<file path="config.mk">
export PLATFORM = sky130hd
export DESIGN_NAME = cif_queue
export DESIGN_NICKNAME = d
export VERILOG_FILES = /design/src/sv/cif_queue.sv
export SDC_FILE = /design/constraint.sdc
export NUM_CORES = 1
export LEC_CHECK = 0
export BUFFER_PORTS_ARGS = -buffer_cell sky130_fd_sc_hd__buf_2
export CAP_MARGIN = 20
export CORE_MARGIN = 3
export CORE_UTILIZATION = 45
export DETAILED_ROUTE_END_ITERATION = 8
export GPL_TIMING_DRIVEN = 1
export MAX_ROUTING_LAYER = met4
export PLACE_DENSITY = 0.67
export SYNTH_ARGS = -nofsm -noshare
export SYNTH_HDL_FRONTEND = slang
export SYNTH_SLANG_ARGS = --single-unit
</file>
<file path="constraint.sdc">
create_clock -name i_clk -period 4.6 [get_ports i_clk]
set_input_delay 1.15 -clock i_clk [delete_from_list [all_inputs] [get_ports i_clk]]
set_output_delay 1.15 -clock i_clk [all_outputs]
set_load 0.02 [all_outputs]
</file>
<file path="src/sv/cif_queue.sv">
`timescale 1ns / 1ps

module cif_queue #(
    parameter int W = 8
) (
    input  logic         i_clk,
    input  logic         i_rst_n,
    input  logic         i_valid,
    output logic         o_ready,
    input  logic [W-1:0] i_data,
    output logic         o_valid,
    input  logic         i_ready,
    output logic [W-1:0] o_data
);

    logic [W-1:0] r_mem [2];
    logic         r_wp;
    logic         r_rp;
    logic [1:0]   r_cnt;
    logic         push;
    logic         pop;

    assign o_ready = (r_cnt != 2'd2);
    assign o_valid = (r_cnt != 2'd0);
    assign o_data  = r_mem[r_rp];
    assign push    = i_valid && o_ready;
    assign pop     = o_valid && i_ready;

    always_ff @(posedge i_clk) begin
        if (push) begin
            r_mem[r_wp] <= i_data;
        end
    end

    always_ff @(posedge i_clk) begin
        if (!i_rst_n) begin
            r_wp  <= 1'b0;
            r_rp  <= 1'b0;
            r_cnt <= 2'd0;
        end else begin
            if (push) begin
                r_wp <= ~r_wp;
            end
            if (pop) begin
                r_rp <= ~r_rp;
            end
            case ({push, pop})
                2'b10:   r_cnt <= r_cnt + 2'd1;
                2'b01:   r_cnt <= r_cnt - 2'd1;
                default: r_cnt <= r_cnt;
            endcase
        end
    end

endmodule

</file>
==> metrics.yaml, run 1 <==
status: "completed"
cts_tree: "built"
first_global_vias: 406
period_minus_slack_ps: 2500
cts_hold_buf: 0
dieHeight_um: 48.2
rsz0062_at_grt: "no"
yosys.area.top_type_share: 0.599
worstPathMaxFanout: 8
drc: 0
irDropWorstVdd_mv: 0.303
routedWlPerCell_um: 10.9
diodes: 0
synthAdderAreaFrac: 0.0156
start_util: 0.503
worstPathArrival_ps: 1350
synth-seq-area-share: 0.724
cts.sinks: 21
num_rows: 14
drv_cap: 0
ys.flop_type: "edfxtp_1"
syn_to_final_growth_pct: 19.5
clockBufferDepth: 2
placed_area_um2: 932
dr.first_iter.drc_count: 4
cp-start-kind: "register"
place_hpwl_um: 836
hold_ws_ps: 524
io_buffers: 21
muxShareOfSynthArea: 0.112
die_w_um: 48.2
syn_nets: 63
grt_max_degree: 12
p_leak_uw: 0.000380
finalInstanceArea_um2: 958
antenna_left: 0
place.gp.congestion: 0.671
clk_pin_slew_ps: 100
fmax_mhz: 400
power_uw: 537
min_path_cells: 2
cts_resized: 0
dieArea_mm2: 0.00232
crit_required_ps: 3450
fin_crit_sh: 0.543
fin_worst_skew_ps: 3.20
yosysUniqueCellTypes: 19
maxSlewHeadroom: 0.745
finalSetupViolCount: 0
synth_top_family_by_area: "multiplexers"
syn_avg_cell_area_um2: 16.0
async_flop_share: 0
final_nets: 88
post_cts_buffers: 0
grt_overflow: 0
vias_per_cell: 4.64
synth-simple-area-share: 0.0593
tightest_slew_ps: 383
first_pass_iters: 2
fillers: 124
grt_pass1_wl_um: 1590
yosys_warnings: 0
insertion_delay_ps: 280
ios: 22
drive_gt1_frac: 0.459
cts_made_buffers: 3
syn_area_um2: 802
placedCellCount: 94
power.density_mw_per_mm2: 560
crit_type: "reg2out"
grt_usage: 0.105
core_mm2: 0.00159
cts_root_buf: "clkbuf_4"
netlist_instances: 50
antenna_found_initial: 0
ys_top_cells_by_area: "edfxtp_1 60%, dfxtp_1 12%, mux2_2 11%, xnor2_1 2.2%, ha_1 1.6%"
synthXorXnorAreaFrac: 0.0328
final_cells: 98
synth_top_cell_by_area: "edfxtp_1"
final_max_slew_viol_count: 0
final-hold-violation-count: 0
cts-htree-levels: 1
drt_wl_total_um: 1070
finalSetupTns_ps: 0
end_kind: "output port"
synth_compound_area_frac: 0.0406
hold_class: "reg2reg"
ys_seq_elements: 21
worst-r2r-cell-count: 5
via_count: 455
synth_edf_count: 16
[cell families (layout without fill, tap and decap cells)]
logic type                 after synthesis  count (layout)
buffers and inverters                    3              27
xor gates and xnor gates                 3               3
DFF                                     21              21
muxes                                    8               8
AOI/OAI and AO/OA                        5               5
and+or+nand+nor                          9               9
adders and majority gates                1               1
[path summary, 6_finish.rpt]
path             from   endpoint  slack [ps]
max          register  o_data[6]        2100
min          r_cnt[1]   r_cnt[1]         520
max reg2reg  r_cnt[0]   r_cnt[1]        3030
min reg2reg  r_cnt[1]   r_cnt[1]         520
[cells in the final DEF, fill, tap and decap left out]
| cell type | n |
|---|---|
| clkbuf_1 | 1 |
| o21ai_0 | 1 |
| xnor2_1 | 2 |
| nand3b_1 | 1 |
| or3_1 | 1 |
| a21bo_2 | 1 |
| o21a_1 | 1 |
| a21oi_1 | 2 |
| dfxtp_1 | 5 |
| and3_1 | 1 |
| nand2_1 | 1 |
| inv_1 | 2 |
| buf_2 | 21 |
| nor2_1 | 3 |
| ha_1 | 1 |
| nand2b_1 | 1 |
| edfxtp_1 | 16 |
| clkbuf_4 | 3 |
| mux2_2 | 8 |
| or2_2 | 1 |
| xor2_1 | 1 |
[power breakdown]
group          leakage, uW  switching, uW  internal [uW]
Sequential        0.000191           25.2            244
Clock            0.0000150           47.0           33.6
Combinational     0.000174            101           85.8
Total             0.000380            173            363
[stage by stage]
step	setup WS, ps	util
final	2100	0.601
after floorplan	2470	-
after detailed placement	2320	0.585
after global routing	2000	0.601
after CTS	2060	0.601
after global placement	2350	0.585
[Yosys cell counts, types with 2 or more instances]
| cell | instances |
|---|---|
| xnor2_1 | 2 |
| inv_1 | 2 |
| nor2_1 | 3 |
| dfxtp_1 | 5 |
| a21oi_1 | 2 |
| edfxtp_1 | 16 |
| mux2_2 | 8 |
[sequential cells by signal, summed over array words and instances (netlist names), named ones only]
register  count
r_mem        16
r_rp          1
r_cnt         2
r_wp          1
[worst max-delay path, cell delays in order (launching register included)]
cell and delay (ps):
dfxtp_1 530, mux2_2 380, buf_2 160
[per-layer routing]
metal,track usage,vias up,wire length [um],part of all wire
met5,-,-,0,0
met4,0.0323,0,0,0
met3,0.0332,0,60,0.056
li1,-,230,-,-
met2,0.188,12,551,0.52
met1,0.109,213,456,0.43
[cell type report]
cell class / count / area (um^2) / area share
Sequential cell: 21 / 581 / 0.606
Timing Repair Buffer: 21 / 105 / 0.110
Clock buffer: 4 / 26.3 / 0.0274
Tap cell: 24 / 30.0 / 0.0313
Multi-Input combinational cell: 26 / 209 / 0.218
Inverter: 2 / 7.51 / 0.00783
Power figures use the tool's default switching activity.
==> inputs of run 2 (changes only) <==
--- a/config.mk
+++ b/config.mk
@@ -8,11 +8,11 @@
 export BUFFER_PORTS_ARGS = -buffer_cell sky130_fd_sc_hd__buf_2
 export CAP_MARGIN = 20
 export CORE_MARGIN = 3
-export CORE_UTILIZATION = 45
+export CORE_UTILIZATION = 44
 export DETAILED_ROUTE_END_ITERATION = 8
 export GPL_TIMING_DRIVEN = 1
 export MAX_ROUTING_LAYER = met4
-export PLACE_DENSITY = 0.67
+export PLACE_DENSITY = 0.69
 export SYNTH_ARGS = -nofsm -noshare
 export SYNTH_HDL_FRONTEND = slang
 export SYNTH_SLANG_ARGS = --single-unit
==> constraint.sdc (replaced) <==
create_clock -name i_clk -period 2.15 [get_ports i_clk]
set_input_delay 0.5375 -clock i_clk [delete_from_list [all_inputs] [get_ports i_clk]]
set_output_delay 0.5375 -clock i_clk [all_outputs]
set_load 0.02 [all_outputs]
==> metrics.yaml, run 2 (synthesis results as in run 1) <==
status: "completed"
finalSetupViolCount: 0  # unchanged
rsz0062_at_grt: "no"
grt_usage: 0.106  # +0.00118
drive_gt1_frac: 0.459  # unchanged
io_buffers: 21  # unchanged
drc: 0  # unchanged
first_pass_iters: 1  # -1
diodes: 0  # unchanged
seq_power_share: 0.503  # about the same
place_hpwl_um: 813  # -2.7%
hp-start: "i_data[5]"
pwr-share-comb: 0.346  # -0.002
end_kind: "output port"
insertion_delay_ps: 280  # about the same
cts_resized: 0  # unchanged
antenna_left: 0  # unchanged
r2r_end: "r_cnt[1]"
post_cts_buffers: 0  # unchanged
cts.sinks: 21  # unchanged
cts-htree-levels: 1  # unchanged
num_rows: 14  # unchanged
dieArea_mm2: 0.00237  # +2.0%
worstPathMaxFanout: 8  # unchanged
hold_class: "in2reg"
finalSetupTns_ps: 0  # unchanged
mostFrequentLayoutCell: "buf_2"
period_minus_slack_ps: 1920
crit_required_ps: 1610  # -1840 ps
final_max_slew_viol_count: 0  # unchanged
grt_overflow: 0  # unchanged
final-hold-violation-count: 0  # unchanged
power_switching_uw: 376  # +120%
ios: 22  # unchanged
irDropWorstVdd_mv: 0.531  # +76%
switching_share: 0.326  # +0.00293
regMostFlops: "r_mem"
worst-r2r-cell-count: 5  # unchanged
clk_pin_slew_ps: 100  # about the same
cp-start-kind: "register"
reg_top3: "r_mem x16, r_cnt x2"
power_uw: 1150  # +110%
cts_root_buf: "clkbuf_4"
power.density_mw_per_mm2: 1200  # +110%
syn_to_final_growth_pct: 19.5  # unchanged
placed_area_um2: 932  # unchanged
core_mm2: 0.00161  # +1.1%
worstReg2RegStart: "r_cnt[0]"
die_w_um: 48.7  # +1.0%
r2r_setup_slack_ps: 560  # -2470 ps
hold_path_end: "r_mem[1][5]"
routedWlPerCell_um: 11.3  # +3.6%
clockBufferDepth: 2  # unchanged
finalInstanceArea_um2: 958  # unchanged
dr.first_iter.drc_count: 0  # -4
largest_reg_flops: 16  # unchanged
maxSlewHeadroom: 0.746  # +0.000964
cts_hold_buf: 0  # unchanged
via_count: 451  # -0.88%
antenna_found_initial: 0  # unchanged
top_usage_layer: "met2"
fillers: 141  # +14%
place.gp.congestion: 0.755  # +13%
grt_max_degree: 12  # unchanged
internal-power_uw: 777  # +110%
first_global_vias: 462  # +14%
worstPathArrival_ps: 1380  # +30 ps
vias_per_cell: 4.60  # -0.88%
hold_ws_ps: 431  # -92.8 ps
tightest_slew_ps: 381  # -1.45 ps
crit_type: "reg2out"
gr-usage-met1: 0.117  # +0.00785
fin_crit_sh: 0.892
fin_worst_skew_ps: 2.57  # -0.632 ps
p_leak_uw: 0.000380  # unchanged
drt_wl_total_um: 1110  # +3.6%
cts_tree: "built"
grt_use_met3: 0.0307  # -0.00254
dieHeight_um: 48.7  # +1.0%
min_path_cells: 1  # -1
p_clk_frac: 0.151  # about the same
final_cell_mix: "21 x buf_2, 16 x edfxtp_1, 8 x mux2_2, 5 x dfxtp_1"
fmax_mhz: 521
met2_usage: 0.181  # -0.00650
grt_pass1_wl_um: 1920  # +20%
drv_cap: 0  # unchanged
final_nets: 88  # unchanged
start_util: 0.498  # -0.00547
cts_made_buffers: 3  # unchanged
==> run 2: cell counts in the layout (fill, tap and decap cells not counted) <==
Identical to the previous run, type by type.
==> run 2: final cells by class <==
type	count	area, um^2	share of cell area
Clock buffer	4	26.3	0.0274
Inverter	2	7.51	0.00783
Multi-Input combinational cell	26	209	0.218
Sequential cell	21	581	0.606
Tap cell	24	30.0	0.0313
Timing Repair Buffer	21	105	0.110
==> run 2: routing by layer <==
layer | wire, um | up-vias
li1 | - | 231
met1 | 465 | 209
met2 | 588 | 9
met3 | 47 | 2
met4 | 7 | 0
met5 | 0 | -
==> run 2: power groups by stage <==
stage	clock, uW	sequential, uW	combinational (uW)
floorplan	0	558	325
global placement	0	590	402
detailed placement	0	592	406
CTS	182	582	408
global route	196	595	440
finish	174	580	399
==> run 2: how the worst max path moves through the flow <==
stage / depth (start not counted) / to / slack [ps] / startpoint
finish: 2 / o_data[2] / 230 / register
global route: 2 / o_data[1] / 150 / register
CTS: 2 / o_data[6] / 200 / register
detailed placement: 5 / r_cnt[1] / 490 / i_ready
global placement: 5 / r_cnt[1] / 510 / i_ready
floorplan: 5 / r_cnt[1] / 530 / r_cnt[0]
==> run 2: stage by stage <==
step	instances	utilization	setup WS, ps
after floorplan	50	-	528
after global placement	94	0.578	507
after detailed placement	94	0.578	492
after CTS	98	0.595	196
after global routing	98	0.595	147
final	98	0.595	232
==> run 2: worst max-delay path, cell delays in order, from the launching register on <==
cell and delay, ps:
dfxtp_1 560, mux2_2 380, buf_2 160
