## config.mk

```make
export PLATFORM = sky130hd
export DESIGN_NAME = cif_front
export DESIGN_NICKNAME = d
export VERILOG_FILES = /design/src/sv/cif_pkg.sv /design/src/sv/cif_front.sv
export SDC_FILE = /design/constraint.sdc
export NUM_CORES = 1
export LEC_CHECK = 0
export ABC_AREA = 1
export BUFFER_PORTS_ARGS = -buffer_cell sky130_fd_sc_hd__clkbuf_2
export CAP_MARGIN = 20
export CORE_AREA = 4 4 59 72
export DETAILED_ROUTE_END_ITERATION = 10
export DIE_AREA = 0 0 63 76
export PLACE_DENSITY = 0.83
export SYNTH_ARGS = -nofsm -noshare
export SYNTH_HDL_FRONTEND = slang
export SYNTH_SLANG_ARGS = --single-unit
```

## constraint.sdc

```tcl
create_clock -name i_clk -period 2.55 [get_ports i_clk]
set_clock_uncertainty 0.05 [all_clocks]
set_input_delay 0.255 -clock i_clk [delete_from_list [all_inputs] [get_ports i_clk]]
set_output_delay 0.255 -clock i_clk [all_outputs]
set_load 0.01 [all_outputs]
```

## src/sv/cif_pkg.sv

```systemverilog
`timescale 1ns / 1ps

package cif_pkg;

    localparam logic [31:0] ID_LIMIT  = 32'h1FFF_FFFF;
    localparam logic [3:0]  DLC_MAX   = 4'd8;
    localparam int          ID_W      = 29;
    localparam int          BYTE_W    = 8;
    localparam int          SLOT_W    = 9;
    localparam int          VERDICT_W = 3;

    typedef enum logic [VERDICT_W-1:0] {
        VER_IN_RANGE  = 3'd0,
        VER_ANOMALY   = 3'd1,
        VER_UNKNOWN   = 3'd2,
        VER_MALFORMED = 3'd3,
        VER_STORED    = 3'd4,
        VER_REJECTED  = 3'd5
    } t_verdict;

    typedef enum logic [1:0] {
        KIND_STORE,
        KIND_REJECT,
        KIND_MALFORMED,
        KIND_SEARCH
    } t_kind;

    typedef struct packed {
        t_kind             kind;
        logic [ID_W-1:0]   ident;
        logic [BYTE_W-1:0] data;
        logic [BYTE_W-1:0] lo;
        logic [BYTE_W-1:0] hi;
    } t_cmd;

    typedef struct packed {
        logic [ID_W-1:0]   ident;
        logic [BYTE_W-1:0] lo;
        logic [BYTE_W-1:0] hi;
    } t_rule;

    typedef enum logic {
        BS_IDLE,
        BS_WALK
    } t_back_state;

    typedef struct packed {
        logic walking;
        logic out_full;
    } t_back_status;

endpackage

```

## src/sv/cif_front.sv

```systemverilog
`timescale 1ns / 1ps

module cif_front #(
    parameter int RULE_SLOTS = 512,
    parameter int CW         = 10
) (
    input  logic               i_clk,
    input  logic               i_rst_n,
    input  logic               i_valid,
    output logic               o_ready,
    input  logic               i_action,
    input  logic [31:0]        i_frame_id,
    input  logic [7:0]         i_first_byte,
    input  logic [3:0]         i_length_code,
    input  logic [7:0]         i_bound_low,
    input  logic [7:0]         i_bound_high,
    output logic               o_push_valid,
    input  logic               i_push_ready,
    output cif_pkg::t_cmd      o_cmd,
    output logic [CW-1:0]      o_slot
);

    // Count of rules including stores still in flight toward the table.
    logic [CW-1:0] r_held;
    logic [CW-1:0] n_held;
    logic          id_ok;
    cif_pkg::t_cmd cmd;

    assign id_ok = (i_frame_id <= cif_pkg::ID_LIMIT);

    always_comb begin
        cmd.ident = i_frame_id[cif_pkg::ID_W-1:0];
        cmd.data  = i_first_byte;
        cmd.lo    = i_bound_low;
        cmd.hi    = i_bound_high;
        if (!i_action) begin
            if (id_ok && (i_bound_low <= i_bound_high) && (r_held < CW'(RULE_SLOTS))) begin
                cmd.kind = cif_pkg::KIND_STORE;
            end else begin
                cmd.kind = cif_pkg::KIND_REJECT;
            end
        end else begin
            if (!id_ok || (i_length_code == 4'd0) || (i_length_code > cif_pkg::DLC_MAX)) begin
                cmd.kind = cif_pkg::KIND_MALFORMED;
            end else begin
                cmd.kind = cif_pkg::KIND_SEARCH;
            end
        end
    end

    always_comb begin
        n_held = r_held;
        if (i_valid && i_push_ready && (cmd.kind == cif_pkg::KIND_STORE)) begin
            n_held = r_held + CW'(1);
        end
    end

    always_ff @(posedge i_clk) begin
        if (!i_rst_n) begin
            r_held <= '0;
        end else begin
            r_held <= n_held;
        end
    end

    // A store carries its slot; a search carries the count of rules ahead of it.
    assign o_push_valid = i_valid;
    assign o_ready      = i_push_ready;
    assign o_cmd        = cmd;
    assign o_slot       = r_held;

endmodule

```

==> impl_summary.md, run 1 <==
Placed design
The HPWL after detailed placement is 2010 um. The routability congestion estimate is 0.757. Summing all placed instances gives a cell area of 1220 um^2. The port buffer count is 57.

Critical path
At the worst endpoint, the arrival time is 1.45 ns. STA classifies the critical path startpoint as a primary input. The flop-to-flop setup slack is 1.03 ns.

The worst setup path is of the in2out kind. The biggest cell delay along the critical path is 0.28 ns. The required time of the critical path is 2.25 ns. Together, buffers and inverters on the worst path number 4. The kind of end point of the critical path is an output pin. The most numerous cell type found on the critical path is sky130_fd_sc_hd__nand2_1. The slowest stage of the critical path belongs to the cell sky130_fd_sc_hd__ha_1.

The largest fanout of any net on the critical path is 16. Walking the worst path, the cells encountered are clkbuf_2, inv_1, ha_1, nand2_1, inv_1, nand2_1, nand2_1, nand2_1, nand2_2, nand2_4, a22oi_1, clkbuf_2. The cell family contributing the most delay on the critical path is simple AND/OR/NAND/NOR gates.

STA
Subtracting the final worst setup slack from the clock period gives 1.76 ns. The max-slew violation count is 0. The transition time of the tightest slew-check pin is 0.609 ns. Setup total negative slack on the finished layout was measured at 0 ns. The hold violation total from the final report is 0. Measured against its own limit, the worst slew margin works out to 59.2%.

The number of failing setup endpoints in the final timing report is 0. Derived from the worst setup path, the maximum achievable clock frequency is 0.568 GHz. The final cycle utilization of the critical path is 69.0%. Setup repair after global routing left no endpoint under its margin.

Floorplan
The cell row count is 24. After floorplanning, the core was sized to cover 3570 um^2. For this design the top-level I/O count stands at 132. The die span in y is 76 um.

The floorplan die area is 4790 um^2. The effective utilization at floorplan is 37.3%. The die is 63 um wide.

Synth
Synthesis produced a netlist with a net count of 276. The netlist area before placement is 1330 um^2. The synthesized design contains 10 register bits. The sequential element share of the synthesized area is 15.0%. The number of distinct library cells after synthesis is 19. The warning count from the yosys run is 0. The average cell area after synthesis is 6.60 um^2.

The synthesized netlist cell count is 202. In this run the biggest area consumer among cell types represents 31.5% of the synthesized area. In the post-synthesis netlist, the biggest area contributors are sky130_fd_sc_hd__buf_4 32%, sky130_fd_sc_hd__dfxtp_1 15%, sky130_fd_sc_hd__inv_1 9.9%, sky130_fd_sc_hd__nand2_1 9.9%, sky130_fd_sc_hd__ha_1 8.5%. Summed over all instances, the cell type with the most area after synthesis is sky130_fd_sc_hd__buf_4.

Drt
For this run, design rule violations remaining after detail routing come to 0. The final route contains 1,108 vias. Before antenna repair, the detailed router went through 4 iterations. Summed over all layers, the routed wires come to 2480 um.

The count of nets left with antenna violations after detail routing is 0. The first routing iteration left 40 violations. After detailed routing, the number of vias per cell comes to 4.54. Dividing the detail-routed wire length by the instance count gives 10.2 um.

Clocking
The number of hold buffers added after CTS was 0. Gates resized during post-CTS repair numbered 0. At the later pin of the worst-skew pair, clock insertion delay measures 0.24 ns. The clock tree root buffer cell is sky130_fd_sc_hd__clkbuf_8.

The CTS tree is yes. Buffers inserted during clock tree synthesis total 3. The clock sink total is 10. The H-tree depth is 1. The buffers inserted during post-CTS setup optimization is 0. The maximum root-to-sink buffer count is 2. Clock-pin slew was measured on the worst setup and hold paths at 0.05 ns.

Final layout
The number of fill cells in the layout is 361. The register area is 200 um^2. The most frequent standard cell in the layout excluding fill and tap cells is sky130_fd_sc_hd__clkbuf_2. The final design instance area without fill is 1280 um^2. 0 antenna diodes ended up in the layout. Relative to the synthesized area, the layout overhead comes to -4.04%. The register with the most flip-flops in the layout has 10 of them. The top cell types in the final layout, fill and taps aside, are 57 x sky130_fd_sc_hd__clkbuf_2, 35 x sky130_fd_sc_hd__inv_1, 35 x sky130_fd_sc_hd__nand2_1. The fraction of layout cells with a size suffix above 1 is 34.6%.

The multi-input gate area in the final layout is 558 um^2. The count of nets after finishing is 280.

GRT
The maximum number of pins on one net before global-route repair is 17. The initial antenna violation count came to 0. The total congestion overflow after global routing is 0. The number of global-route vias before repair is 977. The wire length of the first global-routing pass is 4090 um. The global-route total usage across every layer is 10.2%.

Power
The leakage power is 0.000746 uW. The worst supply voltage drop on vdd is 0.176 mV. The power density over cell area is 370 nW/um^2.

Worst hold path
The path class of the lowest-slack min-delay path is in2reg.

Run
The reported max-cap violation count is 0.

Status
The run finished with clean final reports.
-- layer usage --
layer	global-route usage [%]	wire length [um]	vias up
li1	-	-	576
met1	11.2	970	463
met2	17.3	1200	56
met3	2.80	234	13
met4	5.96	79	0
met5	0	0	-
-- per-stage QoR --
stage | cells | setup WS, ns | util, % | hold slack, ns | power (uW)
2_1_floorplan | 202 | 0.933 | - | 0.325 | 306
3_3_place_gp | 240 | 0.779 | 34.2 | 0.438 | 271
3_5_place_dp | 240 | 0.771 | 34.2 | 0.458 | 272
4_1_cts | 244 | 0.764 | 35.8 | 0.277 | 479
5_1_grt | 244 | 0.639 | 35.8 | 0.309 | 496
6_report | 244 | 0.790 | 35.8 | 0.276 | 473
-- cells in the mapped netlist --
master / instances
sky130_fd_sc_hd__buf_4: 56
sky130_fd_sc_hd__inv_1: 35
sky130_fd_sc_hd__nand2_1: 35
sky130_fd_sc_hd__nor2_1: 20
sky130_fd_sc_hd__dfxtp_1: 10
sky130_fd_sc_hd__ha_1: 9
sky130_fd_sc_hd__nand3_1: 9
sky130_fd_sc_hd__nand4_1: 9
sky130_fd_sc_hd__a21oi_1: 3
sky130_fd_sc_hd__nor2_2: 3
sky130_fd_sc_hd__buf_6: 2
sky130_fd_sc_hd__nand2_2: 2
sky130_fd_sc_hd__nor3_1: 2
sky130_fd_sc_hd__nor3_4: 2
sky130_fd_sc_hd__a21o_1: 1
sky130_fd_sc_hd__a22oi_1: 1
sky130_fd_sc_hd__nand2_4: 1
sky130_fd_sc_hd__nand3_2: 1
sky130_fd_sc_hd__nand4_2: 1
-- tightest hold or removal path, delay by kind of cell --
family	cells	cell delay, ns
buf+inv	1	0.15
simple gates	2	0.12
-- layout make-up --
cell class	instances	area share [%]
sequential	10	15.7
tap	39	3.82
timing repair buffer	57	22.3
inverter	35	10.3
clock buffer	4	4.31
multi-input combinational	99	43.6
-- where the power goes --
group / total (uW) / internal, uW / switching (uW) / leakage [uW]
combinational: 110 / 45.9 / 63.7 / 0.000637
clock: 206 / 136 / 70.1 / 0.0000288
sequential: 157 / 157 / 0.490 / 0.0000805
total: 473 / 339 / 134 / 0.000746
-- final timing paths --
kind,from,end,cells after the start
worst max-delay path,i_bound_high[3],o_cmd[53],12
worst min-delay path,i_rst_n,o_slot[1]$_SDFFE_PN0P_,3
worst max register to register,o_slot[9]$_SDFFE_PN0P_,o_slot[0]$_SDFFE_PN0P_,5
worst min register to register,o_slot[9]$_SDFFE_PN0P_,o_slot[9]$_SDFFE_PN0P_,2
-- logic make-up after synthesis --
family	after synthesis	share of synthesized area, %
AO/OA/AOI/OAI	5	2.25
AND/OR/NAND/NOR	85	31.2
adder cells (fa/ha/maj)	9	8.45
buffers and inverters	93	43.1
flip-flops	10	15.0
Note: power is estimated with default switching activity, not from simulation.
==> run 2, diff against run 1 <==
--- a/config.mk
+++ b/config.mk
@@ -8,10 +8,10 @@
 export ABC_AREA = 1
 export BUFFER_PORTS_ARGS = -buffer_cell sky130_fd_sc_hd__clkbuf_2
 export CAP_MARGIN = 20
-export CORE_AREA = 4 4 59 72
+export CORE_AREA = 4 4 64 77
 export DETAILED_ROUTE_END_ITERATION = 10
-export DIE_AREA = 0 0 63 76
-export PLACE_DENSITY = 0.83
+export DIE_AREA = 0 0 68 81
+export PLACE_DENSITY = 0.75
 export SYNTH_ARGS = -nofsm -noshare
 export SYNTH_HDL_FRONTEND = slang
 export SYNTH_SLANG_ARGS = --single-unit
==> constraint.sdc (replaced) <==
create_clock -name i_clk -period 1.5 [get_ports i_clk]
set_clock_uncertainty 0.05 [all_clocks]
set_input_delay 0.15 -clock i_clk [delete_from_list [all_inputs] [get_ports i_clk]]
set_output_delay 0.15 -clock i_clk [all_outputs]
set_load 0.01 [all_outputs]
==> run 2 against run 1 <==
Power grew 91%. Utilization rose by 0.67 points. Register-to-register slack got worse by 0.89 ns. Die area rose by 15%. Critical path depth decreased by 9. Critical path type is now reg2out. Largest cell class unchanged.
==> impl_summary.md, run 2 (synthesized netlist as in run 1, its figures left out) <==
Final layout
The flip-flop count of the largest register, all copies and words added is 10 (unchanged). The number of cells in the finished layout apart from fillers is 271 (+11%). The count of nets after finishing is 290 (+3.6%). The final design instance area without fill was 1540 um^2 (+21%). The area growth from synthesis to layout is 15.7%. Leaving out fill and tap cells, the most frequent cell in the layout is sky130_fd_sc_hd__clkbuf_2. The fraction of layout cells with a size suffix above 1 is 51.2% (+17 points). In the layout the commonest cells are 50 x sky130_fd_sc_hd__clkbuf_2, 29 x sky130_fd_sc_hd__nand2_1, 27 x sky130_fd_sc_hd__inv_1. The number of antenna repair diodes is 0 (unchanged).

Placed design
The routability congestion estimate came to 0.823 (+8.7%). The number of placed cells counting well taps was 263 (+9.6%). The port buffer count is 57 (unchanged). The estimated wirelength of the detail-placed design came to 2160 um (+7.4%). The cell area reported after detailed placement came to 1290 um^2 (+5.4%).

Clocking
The number of hold-repair buffers added at the cts stage is 0 (unchanged). The clock tree root buffer cell is sky130_fd_sc_hd__clkbuf_8. The CTS tree is yes. The maximum root-to-sink buffer count is 2 (unchanged). The H-tree depth is 1 (unchanged). The total clock buffers created by CTS came to 3 (unchanged). The clock sink total is 10 (unchanged). The post-CTS clock slew at the launch and capture registers of the worst setup and hold paths is 0.05 ns (about the same).

The insertion delay to the later sink of the worst-skew pair came to 0.24 ns (about the same).

Power
The power density over cell area is 585 nW/um^2 (+58%). The sequential power share came to 29.7% (-3.6 points). The worst supply voltage drop on vdd is 0.403 mV (+130%).

The net switching power of the design is 258 uW (+92%). The combinational share of power is 32.1% (+9.0 points). The internal power contribution came to 644 uW (+90%). The leakage power came to 0.000806 uW (+8.0%). The share of power burned in the clock network is 38.2% (-5.4 points). The switching share of power is 28.6% (+0.27 points).

Drt
The number of vias per cell came to 4.35 (-4.2%). The number of remaining DRC errors came to 0 (unchanged). The detailed-router iteration count before antenna repair was 4 (unchanged).

The wire length after detailed routing is 2880 um (+16%). The count of nets left with antenna violations after detail routing is 0 (unchanged). The initial detailed-routing violation count is 24 (-40%). The via count of the routed design is 1,179 (+6.4%). The routed length per instance came to 10.6 um (+4.6%).

Critical path
The biggest cell delay along the critical path is 0.40 ns (+0.12 ns). The arrival time of data at the critical path endpoint was 1.22 ns (-0.23 ns). The required time of the critical path is 1.30 ns (-0.95 ns). The largest fanout of any net on the critical path is 8 (-8). Among all stages on the critical path, the largest delay is contributed by sky130_fd_sc_hd__nor3_4. The worst setup path is launched from a flop. STA classifies the critical path endpoint as an output pin. The critical path goes through nor3_4, a22oi_2, buf_2.

The kind of cell with the highest combined delay along the critical path is simple AND/OR/NAND/NOR gates. The critical path is of the reg2out type. The number of buffer and inverter instances along the worst setup path is 1 (-3).

GRT
The total congestion overflow after global routing is 0 (unchanged). The number of global-route vias before repair came to 1,020 (+4.4%). The maximum number of pins on one net before global-route repair came to 9 (-8).

The wire length of the first global-routing pass is 4200 um (+2.7%). The global-route total usage across every layer is 9.67% (-0.55 points). The initial antenna violation count was 0 (unchanged).

Floorplan
The width of the die came to 68 um (+7.9%). The cell row count is 26 (+8.3%). The core outline area is 4230 um^2 (+18%).

The top-level I/O count is 132 (unchanged). The die span in y is 81 um (+6.6%). The effective utilization at floorplan was 31.5% (-5.8 points). The floorplan die area is 5510 um^2 (+15%).

STA
The number of failing setup endpoints in the final timing report is 0 (unchanged). The final-layout worst hold slack is 0.169 ns (-0.107 ns). The hold violation total from the final report was 0 (unchanged).

The upper clock frequency limit is 0.702 GHz. The remaining max-slew budget at the tightest pin is 72.9% (+14 points). The max-slew violation count is 0 (unchanged). The transition time of the tightest slew-check pin is 0.406 ns (-0.204 ns). Counting I/O delays and the setup requirement, the final critical path takes 1.42 ns.

The final critical path takes up 95.0% of the cycle.

Worst hold path
The path class of the tightest hold or removal check is in2reg.

Run
The reported max-cap violation count came to 0 (unchanged).

Status
The run finished with clean final reports.
==> run 2: metrics by stage <==
| step | power [uW] | util, % | setup TNS, ns | setup slack, ns |
|---|---|---|---|---|
| after floorplan | 520 | - | 0 | 0.0931 |
| after global placement | 481 | 30.5 | -0.574 | -0.108 |
| after detailed placement | 483 | 30.5 | -0.665 | -0.0967 |
| after CTS | 843 | 32.3 | 0 | 0.00984 |
| after global routing | 951 | 36.4 | -0.0198 | -0.0152 |
| final | 902 | 36.4 | 0 | 0.0751 |
==> run 2: power groups by stage <==
stage | combinational (uW) | clock, uW | sequential (uW)
after floorplan | 247 | 0 | 273
after global placement | 208 | 0 | 273
after detailed placement | 210 | 0 | 273
after CTS | 225 | 350 | 268
after global routing | 319 | 364 | 268
final | 290 | 345 | 268
==> run 2: tightest hold or removal path, cell delays in order <==
cell	delay (ns)
sky130_fd_sc_hd__clkbuf_2	0.15
sky130_fd_sc_hd__nand2_1	0.09
sky130_fd_sc_hd__nor2_1	0.03
==> run 2: final timing paths <==
check                              start                     end  slack, ns  cells after the start
setup / recovery  o_slot[9]$_SDFFE_PN0P_               o_cmd[53]       0.08                      3
hold / removal                   i_rst_n  o_slot[1]$_SDFFE_PN0P_       0.17                      3
setup reg to reg  o_slot[0]$_SDFFE_PN0P_  o_slot[8]$_SDFFE_PN0P_       0.14                      9
hold reg to reg   o_slot[9]$_SDFFE_PN0P_  o_slot[9]$_SDFFE_PN0P_       0.45                      2
==> run 2: timing repair <==
item | 4_1_cts | 5_1_grt
endpoints found under the setup margin | 1 | 8
cloned | 0 | 0
buffers inserted | 2 | 2
pin swaps | 2 | 14
resized for setup | 1 | 42
==> run 2: metal layers <==
| layer | track usage (%) | wire (um) | share of wire [%] |
|---|---|---|---|
| met5 | 0 | 0 | 0 |
| met4 | 5.17 | 54 | 1.9 |
| met3 | 2.90 | 272 | 9.4 |
| met2 | 17.1 | 1540 | 53 |
| met1 | 10.0 | 1010 | 35 |
==> run 2: final cells by class <==
type                    instances  area, um^2
clock buffers                   4        55.1
well taps                      56        70.1
fillers                       460        2690
repair buffers                 67         402
inverters                      35         131
flip-flops and latches         10         203
multi-input cells              99         681
==> run 3, diff against run 2 <==
--- a/config.mk
+++ b/config.mk
@@ -8,10 +8,12 @@
 export ABC_AREA = 1
 export BUFFER_PORTS_ARGS = -buffer_cell sky130_fd_sc_hd__clkbuf_2
 export CAP_MARGIN = 20
-export CORE_AREA = 4 4 64 77
+export CORE_AREA = 4 4 63 76
+export CTS_BUF_LIST = sky130_fd_sc_hd__clkbuf_4
 export DETAILED_ROUTE_END_ITERATION = 10
-export DIE_AREA = 0 0 68 81
-export PLACE_DENSITY = 0.75
+export DIE_AREA = 0 0 67 80
+export PLACE_DENSITY = 0.77
+export SLEW_MARGIN = 20
 export SYNTH_ARGS = -nofsm -noshare
 export SYNTH_HDL_FRONTEND = slang
 export SYNTH_SLANG_ARGS = --single-unit
==> run 3 against run 2 <==
Worst hold slack got worse by 0.041 ns. Global-route usage fell by 0.33 points. Sequential cell count did not move. Critical path depth rose by 8. Clock power fell by 41%. Largest cell class unchanged. Maximum frequency fell by 0.37%. Via count rose by 0.42%. Die area fell by 2.7%. Worst setup slack got worse by 0.0052 ns.
==> impl_summary.md, run 3 (synthesized netlist as in run 1, its figures left out) <==
Power
The power density over cell area is 499 nW/um^2 (-15%). The worst supply voltage drop on vdd is 0.320 mV (-21%). The leakage power is 0.000789 uW (-2.1%).

Final layout
The layout overhead on the synthesized area is 11.1%. In the layout the commonest cells are 52 x sky130_fd_sc_hd__clkbuf_2, 32 x sky130_fd_sc_hd__nand2_1, 30 x sky130_fd_sc_hd__inv_1. Leaving out fill and tap cells, the most frequent cell in the layout is sky130_fd_sc_hd__clkbuf_2. The number of antenna repair diodes is 0 (unchanged).

The fraction of layout cells with a size suffix above 1 is 47.4% (-3.7 points). The flip-flop count of the largest register, all copies and words added is 10 (unchanged). The count of nets after finishing is 290 (unchanged).

Clocking
The post-CTS clock slew at the launch and capture registers of the worst setup and hold paths is 0.08 ns (+0.03 ns). The maximum root-to-sink buffer count came to 2 (unchanged). TritonCTS built the clock tree. The total clock buffers created by CTS is 3 (unchanged).

Clock tree synthesis selected as its root buffer the cell sky130_fd_sc_hd__clkbuf_4. The number of hold-repair buffers added at the cts stage is 0 (unchanged). The insertion delay to the later sink of the worst-skew pair is 0.28 ns (+0.04 ns). The clock sink total was 10 (unchanged). The H-tree depth came to 1 (unchanged).

Floorplan
The die span in y is 80 um (-1.2%). The floorplan die area is 5360 um^2 (-2.7%). The width of the die was 67 um (-1.5%). The cell row count came to 25 (-3.8%). The core outline area is 3970 um^2 (-6.1%). The top-level I/O count is 132 (unchanged). The effective utilization at floorplan is 33.5% (+2.0 points).

Drt
The wire length after detailed routing is 2820 um (-2.0%). The routed length per instance is 10.5 um (-1.3%). The initial detailed-routing violation count is 25 (+4.2%).

The count of nets left with antenna violations after detail routing is 0 (unchanged). The number of remaining DRC errors is 0 (unchanged). The via count of the routed design came to 1,184 (+0.42%). The number of vias per cell is 4.40 (+1.2%). The detailed-router iteration count before antenna repair is 4 (unchanged).

GRT
The initial antenna violation count came to 0 (unchanged). The maximum number of pins on one net before global-route repair is 12 (+3). The total congestion overflow after global routing is 0 (unchanged).

The number of global-route vias before repair was 1,019 (-0.098%). The global-route total usage across every layer is 9.33% (-0.33 points). The wire length of the first global-routing pass is 3950 um (-6.1%).

Status
The flow ran to the end, and the final reports show no timing, DRC or antenna violations.

Run
The reported max-cap violation count is 0 (unchanged).

Critical path
The worst setup path is launched from a primary input. The critical path start-end classification is in2out. The arrival time of data at the critical path endpoint is 1.23 ns (about the same). STA classifies the critical path endpoint as an output pin. The required time of the critical path is 1.30 ns (about the same). The largest fanout of any net on the critical path came to 2 (-6).

STA
The transition time of the tightest slew-check pin came to 0.456 ns (+0.0510 ns). The post-layout minimum cycle time is 1.43 ns (+0.00524 ns). The remaining max-slew budget at the tightest pin is 69.5% (-3.4 points).

The final worst-path setup slack is 0.0699 ns (-0.00524 ns). Setup repair after global routing left no endpoint under its margin. The upper clock frequency limit came to 0.699 GHz (-0.37%).

The number of failing setup endpoints in the final timing report is 0 (unchanged). The final cycle utilization of the critical path is 95.3% (+0.35 points). The hold violation total from the final report is 0 (unchanged).

The max-slew violation count is 0 (unchanged). The accumulated negative setup slack is 0 ns (unchanged).

Placed design
The worst setup timing slack at the placement stage came to -0.0735 ns (+0.0232 ns). The estimated wirelength of the detail-placed design is 2200 um (+1.9%). The port buffer count is 57 (unchanged). The routability congestion estimate came to 0.768 (-6.7%).

Worst hold path
The path class of the lowest-slack min-delay path is in2reg.
## run 3: cell types whose count changed in the layout (fill, tap and decap cells not counted), moves of 2 or more
cell | previous run | this run
sky130_fd_sc_hd__inv_2 | 8 | 5
sky130_fd_sc_hd__clkbuf_4 | 0 | 3
sky130_fd_sc_hd__clkbuf_8 | 4 | 0
sky130_fd_sc_hd__clkbuf_2 | 50 | 52
sky130_fd_sc_hd__nand2_2 | 7 | 5
sky130_fd_sc_hd__inv_1 | 27 | 30
sky130_fd_sc_hd__buf_6 | 7 | 4
sky130_fd_sc_hd__nand2_1 | 29 | 32
## run 3: where the power goes
group	total (uW)	switching [uW]	internal, uW
Clock	204	107	96.6
Combinational	269	138	131
Sequential	267	0.849	266
Total	739	246	493
## run 3: worst paths after layout
kind,slack (ns),cells after the start,endpoint,start
worst max-delay path,0.07,11,o_cmd[53],i_bound_low[2]
worst min-delay path,0.13,3,o_slot[4]$_SDFFE_PN0P_,i_rst_n
worst max register to register,0.14,9,o_slot[8]$_SDFFE_PN0P_,o_slot[0]$_SDFFE_PN0P_
worst min register to register,0.45,2,o_slot[9]$_SDFFE_PN0P_,o_slot[9]$_SDFFE_PN0P_
## run 3: routing by layer
layer / up-vias / track usage (%) / part of all wire [%]
met1: 514 / 9.03 / 36
li1: 599 / - / -
met4: 0 / 6.69 / 4.2
met3: 17 / 1.13 / 8.3
met5: - / 0 / 0
met2: 54 / 17.5 / 51
## run 3: per-stage QoR
stage	instance area (um^2)	util, %	total power, uW	hold slack [ns]	cells
floorplan	1330	-	520	0.220	202
global placement	1310	33.0	486	0.250	264
detailed placement	1310	33.0	490	0.250	264
CTS	1350	34.0	706	0.119	269
global route	1480	37.3	777	0.138	269
finish	1480	37.3	739	0.127	269
## run 3: layout make-up
class	count	area, um^2
Tap cell	54	67.6
Fill cell	429	2490
Timing Repair Buffer	67	385
Clock buffer	3	22.5
Multi-Input combinational cell	99	667
Inverter	35	131
Clock inverter	1	3.75
Sequential cell	10	203
## run 3: worst max-delay path: stages
cell and delay (ns):
sky130_fd_sc_hd__buf_4 0.12, sky130_fd_sc_hd__ha_4 0.26, sky130_fd_sc_hd__nand2_2 0.05, sky130_fd_sc_hd__inv_2 0.05, sky130_fd_sc_hd__nand2_1 0.04, sky130_fd_sc_hd__nand2_1 0.07, sky130_fd_sc_hd__nand2_2 0.06, sky130_fd_sc_hd__nand2_2 0.08
sky130_fd_sc_hd__nand2_4 0.06, sky130_fd_sc_hd__a22oi_2 0.13, sky130_fd_sc_hd__buf_2 0.15
## run 3: timing repair
action	in CTS	in global routing
setup buffers	1	0
pin swaps	3	9
gates resized for setup	2	29
endpoints found under the setup margin	1	9
